**src/hdl/sdc_pkg.sv**
```systemverilog
// ============================================================================
// sdc_pkg
// Shared constants and types for the stopping distance calculator.
// ============================================================================
`default_nettype none

package sdc_pkg;

    localparam int POINTS_PER_CONDITION = 8;
    localparam int CONDITIONS           = 4;
    localparam int TOTAL_POINTS         = CONDITIONS * POINTS_PER_CONDITION;
    localparam int ADDR_W               = $clog2(TOTAL_POINTS);
    localparam int SLOT_BITS            = $clog2(POINTS_PER_CONDITION);
    localparam int SCAN_W               = $clog2(POINTS_PER_CONDITION + 1);

    // divider width
    localparam int DIV_W   = 64;
    localparam int DIV_C_W = $clog2(DIV_W + 1);

    // request kinds
    localparam logic KIND_WRITE = 1'b0;
    localparam logic KIND_QUERY = 1'b1;

    // config register indexes
    localparam logic CFG_ROAD  = 1'b0;
    localparam logic CFG_REACT = 1'b1;

    // status codes
    localparam logic [1:0] ST_OK         = 2'd0;
    localparam logic [1:0] ST_STATIONARY = 2'd1;
    localparam logic [1:0] ST_EMPTY      = 2'd2;
    localparam logic [1:0] ST_NO_DECEL   = 2'd3;

    // arithmetic constants
    localparam logic [29:0] K_DIST_NUM = 30'd1024000000; // distance numerator
    localparam logic [15:0] K_DIST_DEN = 16'd39771;
    localparam logic [19:0] K_TIME_NUM = 20'd1000000;    // times 2^19
    localparam logic [12:0] K_TIME_DEN = 13'd4419;
    localparam logic [22:0] K_RECIP9   = 23'd7456541;    // ceil(2^26 / 9)

    localparam logic [31:0] SAT32 = 32'hFFFF_FFFF;

    typedef enum logic [12:0] {
        S_IDLE      = 13'b0000000000001,
        S_SCAN      = 13'b0000000000010,
        S_SEG       = 13'b0000000000100,
        S_MU_GO     = 13'b0000000001000,
        S_MU_WAIT   = 13'b0000000010000,
        S_DECEL     = 13'b0000000100000,
        S_BRAKE     = 13'b0000001000000,
        S_DEN       = 13'b0000010000000,
        S_DEN_SUM   = 13'b0000100000000,
        S_DIST_GO   = 13'b0001000000000,
        S_DIST_WAIT = 13'b0010000000000,
        S_TIME_GO   = 13'b0100000000000,
        S_TIME_WAIT = 13'b1000000000000
    } state_t;

endpackage

`default_nettype wire

```
**src/hdl/sdc_div.sv**
```systemverilog
// ============================================================================
// sdc_div
// Restoring unsigned divider, one quotient bit per cycle.
// ============================================================================
`default_nettype none

module sdc_div (
    input  wire logic                     clk,
    input  wire logic                     rst_n,
    input  wire logic                     start,
    input  wire logic [sdc_pkg::DIV_W-1:0] num,
    input  wire logic [sdc_pkg::DIV_W-1:0] den,
    output logic                          done,
    output logic [sdc_pkg::DIV_W-1:0]     quot
);

    logic                          run_reg;
    logic                          done_reg;
    logic [sdc_pkg::DIV_C_W-1:0]   cnt_reg;
    logic [sdc_pkg::DIV_W:0]       rem_reg;
    logic [sdc_pkg::DIV_W-1:0]     quo_reg;
    logic [sdc_pkg::DIV_W-1:0]     den_reg;
    logic [sdc_pkg::DIV_W:0]       rem_sh;
    logic                          fits;

    assign rem_sh = {rem_reg[sdc_pkg::DIV_W-1:0], quo_reg[sdc_pkg::DIV_W-1]};
    assign fits   = rem_sh >= {1'b0, den_reg};

    always_ff @(posedge clk or negedge rst_n)
    begin
        if (!rst_n)
        begin
            run_reg  <= 1'b0;
            done_reg <= 1'b0;
            cnt_reg  <= '0;
        end
        else
        begin
            done_reg <= 1'b0;
            if (start)
            begin
                run_reg <= 1'b1;
                cnt_reg <= '0;
            end
            else if (run_reg)
            begin
                cnt_reg <= cnt_reg + 1'b1;
                if (cnt_reg == sdc_pkg::DIV_C_W'(sdc_pkg::DIV_W - 1))
                begin
                    run_reg  <= 1'b0;
                    done_reg <= 1'b1;
                end
            end
        end
    end

    always_ff @(posedge clk)
    begin
        if (start)
        begin
            rem_reg <= '0;
            quo_reg <= num;
            den_reg <= den;
        end
        else if (run_reg)
        begin
            rem_reg <= fits ? (rem_sh - {1'b0, den_reg}) : rem_sh;
            quo_reg <= {quo_reg[sdc_pkg::DIV_W-2:0], fits};
        end
    end

    assign done = done_reg;
    assign quot = quo_reg;

endmodule

`default_nettype wire

```
**config.mk**
```make
export PLATFORM = sky130hd
export DESIGN_NAME = sdc_div
export DESIGN_NICKNAME = d
export VERILOG_FILES = /design/src/hdl/sdc_pkg.sv /design/src/hdl/sdc_div.sv
export SDC_FILE = /design/constraint.sdc
export NUM_CORES = 1
export LEC_CHECK = 0
export BUFFER_PORTS_ARGS = -buffer_cell sky130_fd_sc_hd__buf_2
export CAP_MARGIN = 20
export CORE_MARGIN = 8
export CORE_UTILIZATION = 38
export DETAILED_ROUTE_END_ITERATION = 16
export HOLD_SLACK_MARGIN = 0.02
export MAX_ROUTING_LAYER = met4
export PLACE_DENSITY = 0.57
export SLEW_MARGIN = 20
export SYNTH_ARGS = -nofsm -noshare
export SYNTH_HDL_FRONTEND = slang
export SYNTH_SLANG_ARGS = --single-unit
```
**constraint.sdc**
```tcl
create_clock -name clk -period 3.3 [get_ports clk]
set_clock_uncertainty 0.15 [all_clocks]
set_input_delay 0 -clock clk [delete_from_list [all_inputs] [get_ports clk]]
set_output_delay 0 -clock clk [all_outputs]
set_load 0.03 [all_outputs]
```
==> flow_summary.toml, run 1 <==
[route]
drt_iter0_drc = 527
drc = 0
first_pass_iters = 7
ant_nets = 0
vias_per_cell = 5.221
wl_mm = 37.53
vias = 11001
wl_per_cell_um = 17.81

[die]
io_pins = 196
fp.dieH_um = 192.5
num_rows = 64
die-area_um2 = 37050
start_util_pct = 38.59
core_um2 = 30670
fp.dieW_um = 192.5

[critical_path]
required_ns = 3.60
critPathMaxFanout = 5
crit_type = "flip-flop to flip-flop"
arrival_ns = 3.60
critPathLaunchType = "flip-flop"
crit_path_end_kind = "flip-flop"

[synth]
syn-num-nets = 1393
synth_area_per_cell_um2 = 9.896
syn-instance-count = 1196
ys_seq_elements = 201
synth_edf_count = 128
yosysWarningCount = 0
synth_flop_cell = "edfxtp_1"
synthesis.area_um2 = 11840
synth.distinct_cells = 74
async_flop_share_pct = 4.478
synth_seq_area_share_pct = 45.21

[final_layout]
postLayoutCoreUtil_pct = 57.54
area.growth.synth_to_final_pct = 49.11
drive_gt1_share_pct = 33.49
final_common_cell = "buf_2"
final_nets = 1889
final_cell_mix = "194 x buf_2, 180 x dlygate4sd3_1, 150 x buf_4"
n_antenna_cell = 0

[cts]
path_clk_slew_ns = 0.06
cts_tree = "done"
h-tree-depth = 1
cts_buffers = 25
cts_max_path_buffers = 3
clock_sinks = 201
clk_latency_ns = 0.56
cts_root_buf = "clkbuf_16"

[placed_design]
gp_congestion = 0.9079
dpl_worst_slack_ns = -0.3560
io_buffers = 195
place_hpwl_mm = 25.95

[timing]
period_needed_ns = 3.295
hold_viol_final = 0
worst_slew_pin_slew_ns = 0.8501
relSlewSlack_pct = 43.32
fmax_mhz = 303.5
period_share_pct = 99.84
rsz0062_at_grt = "yes"
slew_violations = 0
setup_viol = 0
whs_ns = 0.04054
tns_ns = 0
setup_ws_ns = 0.005329

[status]
status = "complete, no violations"

[global_routing]
grt_max_degree = 87
grt_pass1_vias = 11253
antenna_found_initial = 1
grt_usage_pct = 20.07
grt-ovfl-total = 0
grt_pass1_wl_mm = 58.42

[power_and_ir_drop]
p_seq_share_pct = 26.4
power.share.combinational_pct = 50.9
p_sw_share_pct = 37.69
ir_drop_uv = 439.9
p_clk_share_pct = 22.7
p_per_area_nw_per_um2 = 760.5
power_uw = 13420
p_switching_uw = 5058
power.leakage_uw = 0.007666
p_int_uw = 8363

[run]
maxCapViolations = 0

[min_path]
hold_class = "primary input to flip-flop"
[kinds of logic (layout without fill, tap and decap cells)]
group                    count (synthesis)  in the layout  synth area share (%)
XOR/XNOR                                61             61                 4.514
buffers and inverters                  151            665                 5.254
flip-flops                             201            201                 45.21
AO/OA/AOI/OAI                          302            303                 18.40
multiplexers                            68             68                 6.428
AND/OR/NAND/NOR                        347            347                 13.16
adder cells (fa/ha/maj)                 66             66                 7.041
[per-stage QoR]
step / cells / cell area, um^2
2_1_floorplan: 1196 / 11850
3_3_place_gp: 1865 / 14180
3_5_place_dp: 1865 / 14180
4_1_cts: 2098 / 17080
5_1_grt: 2107 / 17650
6_report: 2107 / 17650
[worst max-delay path: stages (launching register included)]
cell,delay [ns]
edfxtp_1,0.37
inv_2,0.08
ha_4,0.20
buf_6,0.12
buf_6,0.12
and3_4,0.14
and3_1,0.17
a22o_1,0.18
a211o_1,0.31
a211oi_4,0.36
o21ai_4,0.12
buf_6,0.15
o41ai_4,0.21
xnor2_1,0.17
nand2_1,0.07
a311oi_1,0.28
[repair_timing]
item | 4_1_cts | 5_1_grt
hold endpoints to repair | 209 | 0
pin swaps | 18 | 40
endpoints found under the setup margin | 62 | 65
hold buffers | 180 | 0
gates cloned | 0 | 2
gates resized for setup | 27 | 92
buffers inserted | 7 | 7
[layer usage]
layer / GRT usage [%] / vias to the layer above / wire (um)
met3: 4.608 / 50 / 2425
met4: 4.935 / 0 / 849
li1: - / 5357 / -
met2: 31.74 / 332 / 17230
met1: 25.75 / 5262 / 17030
met5: - / - / 0
[cell type report]
class	count	area (um^2)
flip-flops and latches	201	5354
clock inverters	14	239.0
multi-input cells	845	6461
inverters	80	300.3
repair buffers	539	4125
clock buffers	32	671.9
fillers	2587	13020
well taps	396	495.5
[Yosys cell counts, drive strengths merged, types with 9 or more instances]
library cell,count,area share (%)
a211oi,17,1.2
a21o,37,2.3
a21oi,78,3.4
a311oi,40,3.0
buf,28,1.3
clkbuf,43,1.4
dfrtp,9,1.9
dfxtp,64,11
edfxtp,128,32
ha,65,6.9
inv,80,2.5
mux2,64,6.1
nand2,138,4.4
nand3,19,0.80
nand4,25,1.3
nor2,102,3.2
nor3,11,0.47
o21a,11,0.70
o21ai,48,2.2
o21bai,14,0.89
or3,10,0.53
xnor2,36,2.7
xor2,25,1.9
[power by group through the flow]
stage                     Clock, uW  Combinational [uW]  Sequential [uW]
after CTS                      3110                6230             3520
after detailed placement          0                5850             3550
final                          3050                6840             3540
after global routing           3190                7470             3600
after global placement            0                5850             3540
after floorplan                   0                3600             3670
[worst paths after layout]
path	from	to	slack, ns	depth (start not counted)
hold reg to reg	rem_reg[33]$_SDFFE_PP0P_	rem_reg[34]$_SDFFE_PP0P_	0.35	2
min in group asynchronous	rst_n	cnt_reg[5]$_DFFE_PN0P_	0.29	3
setup reg to reg	den_reg[20]$_DFFE_PP_	rem_reg[54]$_SDFFE_PP0P_	0.005	15
setup / recovery	den_reg[20]$_DFFE_PP_	rem_reg[54]$_SDFFE_PP0P_	0.005	15
max in group asynchronous	rst_n	run_reg$_DFF_PN0_	2.39	3
hold / removal	den[18]	den_reg[18]$_DFFE_PP_	0.04	2
(Power assumes the default switching activity.)
==> inputs of run 2 (changes only) <==
- PLACE_DENSITY: 0.57 -> 0.55
- clock period: 3.3 -> 3.9 ns (I/O delays scaled with it)
==> flow_summary.toml, run 2 (synthesized netlist as in run 1, its figures left out) <==
[run]
maxCapViolations = 0

[power_and_ir_drop]
power_uw = 9863
power.leakage_uw = 0.006849
p_seq_share_pct = 30.4
p_sw_share_pct = 38.78
power.share.combinational_pct = 44.7
p_switching_uw = 3825
p_clk_share_pct = 24.9
ir_drop_uv = 366.2
p_int_uw = 6039
p_per_area_nw_per_um2 = 619.6

[route]
vias_per_cell = 5.261
drc = 0
drt_iter0_drc = 525
wl_per_cell_um = 17.66
wl_mm = 34.84
first_pass_iters = 5
vias = 10379
ant_nets = 0

[timing]
slew_violations = 0
relSlewSlack_pct = 42.55
period_share_pct = 93.78
hold_viol_final = 0
period_needed_ns = 3.657
worst_slew_pin_slew_ns = 0.8605
fmax_mhz = 273.4
setup_viol = 0
tns_ns = 0
rsz0062_at_grt = "no"
setup_ws_ns = 0.2427

[final_layout]
area.growth.synth_to_final_pct = 34.52
postLayoutCoreUtil_pct = 51.91
final_cell_count_no_fill = 1973
drive_gt1_share_pct = 22.65
final_common_cell = "buf_2"
final_nets = 1754
fillCellCount = 2784
final_cell_mix = "194 x buf_2, 181 x dlygate4sd3_1, 138 x nand2_1"

[status]
status = "complete, no violations"

[die]
io_pins = 196
fp.dieH_um = 192.5
die-area_um2 = 37050
fp.dieW_um = 192.5
start_util_pct = 38.59
num_rows = 64
core_um2 = 30670

[min_path]
min_path_cells = 2
hold_class = "primary input to flip-flop"

[critical_path]
critPathLaunchType = "flip-flop"
arrival_ns = 3.94
required_ns = 4.18
critPathMaxFanout = 4
r2r_cells = 14
crit_type = "flip-flop to flip-flop"
crit_path_end_kind = "flip-flop"
rrSetupSlack_ns = 0.24

[global_routing]
grt-ovfl-total = 0
grt_max_degree = 64
grt_usage_pct = 19.16
grt_pass1_wl_mm = 56.21
antenna_found_initial = 1
grt_pass1_vias = 10603

[cts]
post-cts-setup-buffers = 0
path_clk_slew_ns = 0.06
cts_max_path_buffers = 3
clock_sinks = 201
ctsResizeCount = 0
clk_latency_ns = 0.54
cts_tree = "done"
h-tree-depth = 1
cts_root_buf = "clkbuf_16"
cts_buffers = 25

[placed_design]
io_buffers = 195
dpl_worst_slack_ns = 0.2692
place_hpwl_mm = 24.66
gp_congestion = 0.8689
dp_cells = 1745
==> run 2: cell types whose count changed in the layout (fill, tap and decap cells not counted), sizes merged <==
cell         before  now
buf             358  224
clkinv            5    8
bufinv            6    4
clkbuf           33   32
clkinvlp          2    1
diode             0    1
dlygate4sd3     180  181
o31a              3    2
==> run 2: layout make-up <==
class	count	area (um^2)	area share (%)
diodes	1	2.502	0.01572
clock buffers	32	681.9	4.283
clock inverters	14	190.2	1.195
inverters	80	300.3	1.886
multi-input cells	844	5872	36.88
flip-flops and latches	201	5354	33.63
well taps	396	495.5	3.112
repair buffers	405	3024	19.00
==> run 2: stage by stage <==
| stage | hold WS (ns) | cell area, um^2 |
|---|---|---|
| 4_1_cts | 0.02073 | 15910 |
| 6_report | 0.03399 | 15920 |
| 5_1_grt | 0.02376 | 15920 |
| 2_1_floorplan | -0.4456 | 11840 |
| 3_5_place_dp | -0.2826 | 13230 |
| 3_3_place_gp | -0.2818 | 13230 |
==> run 2: layer usage <==
layer  track usage, %  share of wire (%)
met1            25.06                 47
met2            29.77                 44
met3            4.680                6.9
met4            4.201                2.2
met5                -                  0
==> run 2: power groups by stage <==
stage | clock network [uW] | registers, uW | logic [uW]
2_1_floorplan | 0 | 3110 | 3040
3_3_place_gp | 0 | 3020 | 4210
3_5_place_dp | 0 | 3020 | 4220
4_1_cts | 2520 | 2990 | 4400
5_1_grt | 2600 | 3050 | 4880
6_report | 2460 | 3000 | 4410
==> run 2: path summary, 6_finish.rpt <==
kind	start	to
worst max-delay path	quot[63]$_DFFE_PP_	rem_reg[60]$_SDFFE_PP0P_
worst min-delay path	den[18]	den_reg[18]$_DFFE_PP_
worst max register to register	quot[63]$_DFFE_PP_	rem_reg[60]$_SDFFE_PP0P_
worst min register to register	rem_reg[38]$_SDFFE_PP0P_	rem_reg[39]$_SDFFE_PP0P_
max in group asynchronous	rst_n	run_reg$_DFF_PN0_
min in group asynchronous	rst_n	cnt_reg[6]$_DFFE_PN0P_
==> run 2: critical path, cell delays in order, from the launching register on <==
cell	delay, ns
edfxtp_1	0.38
inv_1	0.06
ha_1	0.22
fa_1	0.37
nor2b_1	0.20
o21bai_1	0.13
a2111oi_0	0.39
a211o_1	0.22
a211oi_2	0.14
o21ai_2	0.27
o221ai_2	0.17
nor3_1	0.24
mux2i_1	0.21
nor2_1	0.06
a2111oi_2	0.33
==> run 2: timing repair <==
action / CTS / global route
setup endpoints to repair: 0 / 1
endpoints found under the hold margin: 166 / 1
hold buffers: 180 / 1
